### src/hw/rtl/bts_pkg.sv
// shared types, constants and register indexes of the ball tracking stage block
package bts_pkg;

   localparam int TIMER_BITS = 16;
   localparam int MS_BITS    = 16;
   localparam int SUM_BITS   = ((TIMER_BITS > MS_BITS) ? TIMER_BITS : MS_BITS) + 1;
   localparam int DIST_BITS  = 12;
   localparam int TOL_BITS   = 13;
   localparam int ANG_BITS   = 16;
   localparam int HERR_BITS  = 15;
   localparam int WRAP_BITS  = 18;
   localparam int IDX_BITS   = 3;
   localparam int CSR_BITS   = 16;
   localparam int REQ_BYTES  = 8;
   localparam int RSP_BYTES  = 5;

   localparam logic signed [WRAP_BITS-1:0] FULL_TURN     = 18'sd36000;
   localparam logic signed [WRAP_BITS-1:0] HALF_TURN     = 18'sd18000;
   localparam logic signed [WRAP_BITS-1:0] NEG_FULL_TURN = -18'sd36000;
   localparam logic signed [WRAP_BITS-1:0] TWO_TURNS     = 18'sd72000;

   localparam logic [IDX_BITS-1:0] CSR_ORBIT_DISTANCE  = 3'd0;
   localparam logic [IDX_BITS-1:0] CSR_ORBIT_ENTRY_TOL = 3'd1;
   localparam logic [IDX_BITS-1:0] CSR_ORBIT_EXIT_TOL  = 3'd2;
   localparam logic [IDX_BITS-1:0] CSR_ORBIT_DEBOUNCE  = 3'd3;
   localparam logic [IDX_BITS-1:0] CSR_ENTER_ALIGN_TOL = 3'd4;
   localparam logic [IDX_BITS-1:0] CSR_EXIT_ALIGN_TOL  = 3'd5;
   localparam logic [IDX_BITS-1:0] CSR_ALIGN_DEBOUNCE  = 3'd6;

   localparam logic [1:0] CODE_SEARCH   = 2'd0;
   localparam logic [1:0] CODE_APPROACH = 2'd1;
   localparam logic [1:0] CODE_ORBIT    = 2'd2;
   localparam logic [1:0] CODE_CAPTURED = 2'd3;

   typedef enum logic [3:0] {
      ST_SEARCH   = 4'b0001,
      ST_APPROACH = 4'b0010,
      ST_ORBIT    = 4'b0100,
      ST_CAPTURED = 4'b1000
   } stage_type;

   typedef logic [TIMER_BITS-1:0] timer_type;

   typedef struct packed {
      logic                        ball_found;
      logic [DIST_BITS-1:0]        signal_strength;
      logic signed [ANG_BITS-1:0]  ball_direction;
      logic signed [ANG_BITS-1:0]  target_heading;
      logic [MS_BITS-1:0]          elapsed_ms;
   } req_type;

   typedef struct packed {
      logic [DIST_BITS-1:0]        target_strength;
      logic signed [TOL_BITS-1:0]  entry_tol;
      logic signed [TOL_BITS-1:0]  exit_tol;
      logic [MS_BITS-1:0]          orbit_hold_ms;
      logic [HERR_BITS-1:0]        enter_align_tolerance;
      logic [HERR_BITS-1:0]        exit_align_tolerance;
      logic [MS_BITS-1:0]          align_hold_ms;
   } cfg_type;

   typedef struct packed {
      logic [1:0]         stage;
      logic [MS_BITS-1:0] aligned_ms;
      logic [MS_BITS-1:0] orbit_ms;
   } rsp_type;

endpackage

### src/hw/rtl/bts_heading_err.sv
// wrapped absolute heading error in centidegrees
module bts_heading_err (
   input  logic signed [bts_pkg::ANG_BITS-1:0] ball_direction,
   input  logic signed [bts_pkg::ANG_BITS-1:0] target_heading,
   output logic [bts_pkg::HERR_BITS-1:0]       heading_err
);

   logic signed [bts_pkg::WRAP_BITS-1:0] diff;
   logic signed [bts_pkg::WRAP_BITS-1:0] wrapped;
   logic signed [bts_pkg::WRAP_BITS-1:0] folded;

   always_comb begin
      diff = bts_pkg::WRAP_BITS'(target_heading) - bts_pkg::WRAP_BITS'(ball_direction);
      priority if (diff >= bts_pkg::FULL_TURN) begin
         wrapped = diff - bts_pkg::FULL_TURN;
      end else if (diff < bts_pkg::NEG_FULL_TURN) begin
         wrapped = diff + bts_pkg::TWO_TURNS;
      end else if (diff < 0) begin
         wrapped = diff + bts_pkg::FULL_TURN;
      end else begin
         wrapped = diff;
      end
      if (wrapped > bts_pkg::HALF_TURN) begin
         folded = bts_pkg::FULL_TURN - wrapped;
      end else begin
         folded = wrapped;
      end
      heading_err = folded[bts_pkg::HERR_BITS-1:0];
   end

endmodule

### src/hw/rtl/bts_stage_core.sv
// tracking stage register, debounce timers and their next-state logic
module bts_stage_core (
   input  logic             clock,
   input  logic             reset,
   input  logic             step,
   input  bts_pkg::req_type req,
   input  bts_pkg::cfg_type cfg,
   output bts_pkg::rsp_type rsp
);

   bts_pkg::stage_type stage_ff, stage_in;
   bts_pkg::timer_type aligned_ff, aligned_in;
   bts_pkg::timer_type orbit_ff, orbit_in;

   logic [bts_pkg::HERR_BITS-1:0]       heading_err;
   logic signed [bts_pkg::TOL_BITS-1:0] dist_err;
   bts_pkg::timer_type                  orbit_sum;
   bts_pkg::timer_type                  aligned_sum;
   logic                                orbit_done;
   logic                                aligned_done;

   function automatic bts_pkg::timer_type sat_add(bts_pkg::timer_type t,
                                                  logic [bts_pkg::MS_BITS-1:0] d);
      logic [bts_pkg::SUM_BITS-1:0] sum;
      sum = bts_pkg::SUM_BITS'(t) + bts_pkg::SUM_BITS'(d);
      if (sum > bts_pkg::SUM_BITS'({bts_pkg::TIMER_BITS{1'b1}})) begin
         return {bts_pkg::TIMER_BITS{1'b1}};
      end
      return sum[bts_pkg::TIMER_BITS-1:0];
   endfunction

   function automatic logic reached(bts_pkg::timer_type t,
                                    logic [bts_pkg::MS_BITS-1:0] limit);
      return bts_pkg::SUM_BITS'(t) >= bts_pkg::SUM_BITS'(limit);
   endfunction

   function automatic logic [bts_pkg::MS_BITS-1:0] to_ms(bts_pkg::timer_type t);
      logic [bts_pkg::SUM_BITS-1:0] w;
      w = bts_pkg::SUM_BITS'(t);
      return w[bts_pkg::MS_BITS-1:0];
   endfunction

   function automatic logic [1:0] stage_code(bts_pkg::stage_type s);
      logic [1:0] c;
      unique case (s)
         bts_pkg::ST_APPROACH: c = bts_pkg::CODE_APPROACH;
         bts_pkg::ST_ORBIT:    c = bts_pkg::CODE_ORBIT;
         bts_pkg::ST_CAPTURED: c = bts_pkg::CODE_CAPTURED;
         default:              c = bts_pkg::CODE_SEARCH;
      endcase
      return c;
   endfunction

   bts_heading_err u_heading_err (
      .ball_direction (req.ball_direction),
      .target_heading (req.target_heading),
      .heading_err    (heading_err)
   );

   always_comb begin
      dist_err = $signed({1'b0, cfg.target_strength}) - $signed({1'b0, req.signal_strength});
      orbit_sum    = sat_add(orbit_ff, req.elapsed_ms);
      aligned_sum  = sat_add(aligned_ff, req.elapsed_ms);
      orbit_done   = reached(orbit_sum, cfg.orbit_hold_ms);
      aligned_done = reached(aligned_sum, cfg.align_hold_ms);

      stage_in   = stage_ff;
      aligned_in = aligned_ff;
      orbit_in   = orbit_ff;

      if (!req.ball_found) begin
         stage_in   = bts_pkg::ST_SEARCH;
         aligned_in = '0;
         orbit_in   = '0;
      end else begin
         unique case (stage_ff)
            bts_pkg::ST_ORBIT: begin
               if (dist_err > cfg.exit_tol) begin
                  stage_in   = bts_pkg::ST_APPROACH;
                  aligned_in = '0;
               end else if (heading_err > cfg.enter_align_tolerance) begin
                  aligned_in = '0;
               end else begin
                  aligned_in = aligned_sum;
                  if (aligned_done && (req.signal_strength > cfg.target_strength)) begin
                     stage_in = bts_pkg::ST_CAPTURED;
                  end
               end
            end
            bts_pkg::ST_CAPTURED: begin
               if (heading_err > cfg.exit_align_tolerance) begin
                  stage_in   = bts_pkg::ST_ORBIT;
                  aligned_in = '0;
               end
            end
            default: begin
               // search and approach share the orbit entry debounce
               if (dist_err < cfg.entry_tol) begin
                  if (orbit_done) begin
                     stage_in = bts_pkg::ST_ORBIT;
                     orbit_in = '0;
                  end else begin
                     orbit_in = orbit_sum;
                  end
               end else begin
                  orbit_in = '0;
               end
            end
         endcase
      end

      rsp.stage      = stage_code(stage_in);
      rsp.aligned_ms = to_ms(aligned_in);
      rsp.orbit_ms   = to_ms(orbit_in);
   end

   always_ff @(posedge clock) begin
      if (reset) begin
         stage_ff   <= bts_pkg::ST_SEARCH;
         aligned_ff <= '0;
         orbit_ff   <= '0;
      end else if (step) begin
         stage_ff   <= stage_in;
         aligned_ff <= aligned_in;
         orbit_ff   <= orbit_in;
      end
   end

endmodule

### src/hw/rtl/ball_tracking_stage_fsm_top.sv
// top level: request register, configuration registers, stage core and response register
//
// One control tick per request: a request is taken every cycle while the response side
// keeps up. Its response passes through the request register, then the response register,
// and is held there until taken. The stage and both debounce timers are updated in the same
// cycle the response register loads, so the next request already sees them. Configuration
// registers reset to zero and are written through csr_we, csr_index and csr_wdata; unused
// indexes are ignored.
module ball_tracking_stage_fsm_top (
   input  logic                                  clock,
   input  logic                                  reset,
   input  logic                                  req_tvalid,
   output logic                                  req_tready,
   // signal_strength, ball_direction, target_heading, elapsed_ms, zero pad
   input  logic [bts_pkg::REQ_BYTES*8-1:0]       req_tdata,
   // ball_found
   input  logic                                  req_tuser,
   output logic                                  rsp_tvalid,
   input  logic                                  rsp_tready,
   // stage, aligned_ms, orbit_ms, zero pad
   output logic [bts_pkg::RSP_BYTES*8-1:0]       rsp_tdata,
   input  logic                                  csr_we,
   input  logic [bts_pkg::IDX_BITS-1:0]          csr_index,
   input  logic [bts_pkg::CSR_BITS-1:0]          csr_wdata
);

   localparam int RSP_USED = 2 + 2 * bts_pkg::MS_BITS;

   logic             req_valid_ff;
   bts_pkg::req_type req_ff, req_in;
   logic             rsp_valid_ff, rsp_valid_in;
   bts_pkg::rsp_type rsp_ff;
   bts_pkg::rsp_type rsp_next;
   bts_pkg::cfg_type cfg_ff;
   logic             rsp_free;
   logic             step;

   assign rsp_free   = !rsp_valid_ff || rsp_tready;
   assign step       = req_valid_ff && rsp_free;
   assign req_tready = !req_valid_ff || rsp_free;

   always_comb begin
      req_in.ball_found      = req_tuser;
      req_in.signal_strength = req_tdata[11:0];
      req_in.ball_direction  = req_tdata[27:12];
      req_in.target_heading  = req_tdata[43:28];
      req_in.elapsed_ms      = req_tdata[59:44];
      rsp_valid_in           = step || (rsp_valid_ff && !rsp_tready);
   end

   always_ff @(posedge clock) begin
      if (reset) begin
         req_valid_ff <= 1'b0;
      end else if (req_tready) begin
         req_valid_ff <= req_tvalid;
      end
   end

   always_ff @(posedge clock) begin
      if (req_tvalid && req_tready) begin
         req_ff <= req_in;
      end
   end

   always_ff @(posedge clock) begin
      if (reset) begin
         cfg_ff <= '0;
      end else if (csr_we) begin
         unique case (csr_index)
            bts_pkg::CSR_ORBIT_DISTANCE:
               cfg_ff.target_strength <= csr_wdata[bts_pkg::DIST_BITS-1:0];
            bts_pkg::CSR_ORBIT_ENTRY_TOL:
               cfg_ff.entry_tol <= csr_wdata[bts_pkg::TOL_BITS-1:0];
            bts_pkg::CSR_ORBIT_EXIT_TOL:
               cfg_ff.exit_tol <= csr_wdata[bts_pkg::TOL_BITS-1:0];
            bts_pkg::CSR_ORBIT_DEBOUNCE:
               cfg_ff.orbit_hold_ms <= csr_wdata[bts_pkg::MS_BITS-1:0];
            bts_pkg::CSR_ENTER_ALIGN_TOL:
               cfg_ff.enter_align_tolerance <= csr_wdata[bts_pkg::HERR_BITS-1:0];
            bts_pkg::CSR_EXIT_ALIGN_TOL:
               cfg_ff.exit_align_tolerance <= csr_wdata[bts_pkg::HERR_BITS-1:0];
            bts_pkg::CSR_ALIGN_DEBOUNCE:
               cfg_ff.align_hold_ms <= csr_wdata[bts_pkg::MS_BITS-1:0];
            default: ;
         endcase
      end
   end

   bts_stage_core u_core (
      .clock (clock),
      .reset (reset),
      .step  (step),
      .req   (req_ff),
      .cfg   (cfg_ff),
      .rsp   (rsp_next)
   );

   always_ff @(posedge clock) begin
      if (reset) begin
         rsp_valid_ff <= 1'b0;
      end else begin
         rsp_valid_ff <= rsp_valid_in;
      end
   end

   always_ff @(posedge clock) begin
      if (step) begin
         rsp_ff <= rsp_next;
      end
   end

   assign rsp_tvalid = rsp_valid_ff;
   assign rsp_tdata  = {{(bts_pkg::RSP_BYTES*8-RSP_USED){1'b0}},
                        rsp_ff.orbit_ms, rsp_ff.aligned_ms, rsp_ff.stage};

endmodule

### config.mk
export PLATFORM = sky130hd
export DESIGN_NAME = ball_tracking_stage_fsm_top
export DESIGN_NICKNAME = d
export VERILOG_FILES = /design/src/hw/rtl/bts_pkg.sv /design/src/hw/rtl/bts_heading_err.sv /design/src/hw/rtl/bts_stage_core.sv /design/src/hw/rtl/ball_tracking_stage_fsm_top.sv
export SDC_FILE = /design/constraint.sdc
export NUM_CORES = 1
export LEC_CHECK = 0
export ABC_CLOCK_PERIOD_IN_PS = 11300
export BUFFER_PORTS_ARGS = -buffer_cell sky130_fd_sc_hd__buf_2
export CAP_MARGIN = 10
export CORE_MARGIN = 2
export CORE_UTILIZATION = 25
export CTS_CLUSTER_DIAMETER = 150
export DETAILED_ROUTE_END_ITERATION = 10
export PLACE_DENSITY = 0.36
export SETUP_SLACK_MARGIN = 0.02
export SLEW_MARGIN = 20
export SYNTH_ARGS = -nofsm -noshare
export SYNTH_HDL_FRONTEND = slang
export SYNTH_SLANG_ARGS = --single-unit
### constraint.sdc
create_clock -name clock -period 11.3 [get_ports clock]
set_input_delay 0.565 -clock clock [delete_from_list [all_inputs] [get_ports clock]]
set_output_delay 0.565 -clock clock [all_outputs]
set_load 0.05 [all_outputs]
==> flow_summary_export.csv <==
group,metric,value,unit
global_route,grt_use_total,14.8,%
logic_synthesis,synth_flop_cell,"dfxtp_1",
power_and_ir_drop,sw_frac_of_total,35.0,%
logic_synthesis,synth-edff-count,95,
logic_synthesis,yosys_warnings,0,
critical_path,startpoint_type,"register",
clock_tree,cts_tree,"built",
floorplanning,initial_utilization,25.2,%
detailed_routing,drtIter0Drc,691,
global_route,grt_pass1_vias,12300,
global_route,grt_pass1_wl,72700,um
critical_path,path_class,"register to register",
clock_tree,cts.clk_slew.worst_paths,60,ps
sta,max_freq,103,MHz
floorplanning,boundaryPins,131,
clock_tree,htreeDepth,1,
sta,setup_ws,1610,ps
logic_synthesis,synth_top_area_cell,"edfxtp_1",
power_and_ir_drop,internal-power,0.00196,W
power_and_ir_drop,p_clk_share,33.6,%
global_route,antenna_found_initial,1,
critical_path,cp_slowest_cell,"ha_1",
sta,relSlewSlack,30.2,%
layout,seqCellArea,5620,sq um
global_route,gr-total-overflow,0,
layout,drive_gt1_share,12.4,%
clock_tree,numCtsBuffers,31,
floorplanning,dieArea,62700,sq um
run,cap_violations,0,
detailed_routing,post_drt_wl_per_cell,17.7,um
logic_synthesis,async_flop_share,0,%
critical_path,cp.required,11700,ps
power_and_ir_drop,power_density,171,nW/um^2
floorplanning,core,60100,sq um
critical_path,slowest_delay,570,ps
clock_tree,clk_latency,580,ps
critical_path,critPathCaptureType,"register",
sta,fin_skew,15.7,ps
sta,drv_slew,0,
power_and_ir_drop,leakage,6.85,nW
critical_path,crit_fanout,19,
layout,syn2layout_area_growth,16.1,%
critical_path,crit_arrival,10090,ps
detailed_routing,vias,12500,
clock_tree,cts-resized-gates,0,
critical_path,worst_path_most_repeated_cell,"o21a_1",
floorplanning,die_w,250,um
critical_path,r2r_start,"req_ff[16]$_DFFE_PP_",
global_route,grt_max_degree,84,
power_and_ir_drop,p_seq_share,30.6,%
detailed_routing,first_pass_iters,5,
layout,multiInputGateArea,8620,sq um
min_path,min-delay-start,"req_tdata[11]",
power_and_ir_drop,ir_worst_vdd,100,uV
logic_synthesis,yosysTopAreaCellShare,18.8,%
detailed_routing,viasPerCell,4.71,
logic_synthesis,seq_area_frac_synth,37.0,%
logic_synthesis,ys_ff_latch,233,
logic_synthesis,ys_types,102,
placement,hpwlAfterDp,34100,um
min_path,hp-class,"input pin to register",
layout,fin_nets,2097,
layout,final_cells,2655,
power_and_ir_drop,switching_power,0.00105,W
clock_tree,clk_path_buf_depth,3,
placement,port_buffers,120,
floorplanning,die_height,250,um
power_and_ir_drop,combPwrFrac,35.8,%
placement,pre_cts_ws,1720,ps
placement,gp_routability_congestion,0.796,
logic_synthesis,synthTopCellsByArea,"edfxtp_1 19%, dfxtp_1 18%, ha_1 13%",
power_and_ir_drop,power,0.00301,W
clock_tree,ctsHoldBuffers,0,
sta,tightest_slew,1040,ps
placement,dp_cells,2598,
clock_tree,root_buffer,"clkbuf_16",
sta,period_share,85.7,%
detailed_routing,drt.antenna.violating_nets,0,
sta,fin_crit,9690,ps
floorplanning,placementRows,90,
sta,setup_violations,0,
logic_synthesis,syn_avg_cell_area,8.68,sq um
clock_tree,post_cts.repair.setup_buffers,0,
status,outcome,"complete, no violations",
sta,fin_setup_tns,0,ps
logic_synthesis,netlist_area,15200,sq um
critical_path,critical_path.startpoint,"req_ff[16]$_DFFE_PP_",
logic_synthesis,syn_inst,1749,
clock_tree,cts_sinks,233,
sta,hold_violations,0,
detailed_routing,wl,46900,um
layout,fillers,6472,
sta,grt_setup_unrepaired,"no",
detailed_routing,post-route-drc-count,0,
==> placed cells by master, fill, tap and decap left out, types with 33 or more instances in the layout <==
cell and count:
a21o_1 38, a21oi_1 177, a22oi_1 43, buf_2 119, clkbuf_16 33, dfxtp_1 138, edfxtp_1 95, ha_1 155
inv_1 170, nand2_1 273, nor2_1 113, o21ai_0 53, xnor2_1 44
==> through the flow <==
step	hold WS [ps]	cell area (sq um)	util, %
after floorplan	434	15200	-
after global placement	443	16600	27.6
after detailed placement	446	16600	27.6
after CTS	114	17600	29.3
after global routing	126	17600	29.3
final	160	17600	29.3
==> cells by family (layout without fill, tap and decap cells) <==
| family | Yosys count | in the layout | share of synthesized area (%) |
|---|---|---|---|
| AOI/OAI and AO/OA | 494 | 494 | 22.2 |
| xor gates and xnor gates | 61 | 61 | 3.92 |
| adders and majority gates | 159 | 159 | 13.3 |
| buffers and inverters | 245 | 363 | 6.55 |
| DFF | 233 | 233 | 37.0 |
| muxes | 10 | 10 | 0.783 |
| other | 1 | 7 | 0.0247 |
| and+or+nand+nor | 546 | 546 | 16.2 |
==> critical path: cells and delay by family (launching register included) <==
kind,cells,cell delay [ps]
AOI/OAI and AO/OA,20,4260
adders and majority gates,5,1660
and+or+nand+nor,6,1560
buffers and inverters,4,640
xor gates and xnor gates,2,630
muxes,1,370
DFF,1,350
==> cell usage after synthesis, drive strengths merged, types with 14 or more instances <==
cell and n:
a21o 38, clkbuf 50, nand4 14, o21a 30, edfxtp 95, xnor2 48, inv 172, o21ai 64
nand3 25, nor3 27, nand2b 22, dfxtp 138, a21oi 179, buf 22, nand2 273, ha 155
nor2 116, a22oi 45
==> layer usage <==
| layer | vias up | GRT usage, % | part of all wire (%) |
|---|---|---|---|
| met5 | - | 0 | 0 |
| met4 | 0 | 3.68 | 2.3 |
| met3 | 51 | 1.95 | 3.2 |
| met2 | 196 | 24.2 | 46 |
| met1 | 5884 | 20.5 | 49 |
| li1 | 6377 | - | - |
==> final cells by class <==
cell class | instances | area share [%]
multi-input combinational | 1276 | 48.9
sequential | 233 | 31.9
tap | 782 | 5.55
clock buffer | 42 | 5.13
timing repair buffer | 134 | 4.02
inverter | 173 | 3.69
clock inverter | 14 | 0.788
antenna | 1 | 0.0142
==> power groups by stage <==
stage          combinational [W]  clock [W]  sequential, W
2_1_floorplan           0.000792          0       0.000950
3_3_place_gp             0.00108          0       0.000940
3_5_place_dp             0.00108          0       0.000940
4_1_cts                  0.00109    0.00105       0.000922
5_1_grt                  0.00122    0.00108       0.000924
6_report                 0.00108    0.00101       0.000921
==> registers in the layout, summed over array words and instances (netlist names) <==
name               flops
rsp_tdata             34
u_core.orbit_ff       16
u_core.aligned_ff     16
rsp_tvalid             1
req_ff                61
u_core.stage_ff        4
cfg_ff               100
req_valid_ff           1
==> final timing paths <==
check                       endpoint  slack [ps]  depth (start not counted)
max           rsp_tdata[0]$_DFFE_PP_        1610                         38
min             req_ff[59]$_DFFE_PP_         160                          1
max reg2reg   rsp_tdata[0]$_DFFE_PP_        1610                         38
min reg2reg  cfg_ff[20]$_SDFFE_PP0P_         450                          2
(Power assumes the default switching activity.)
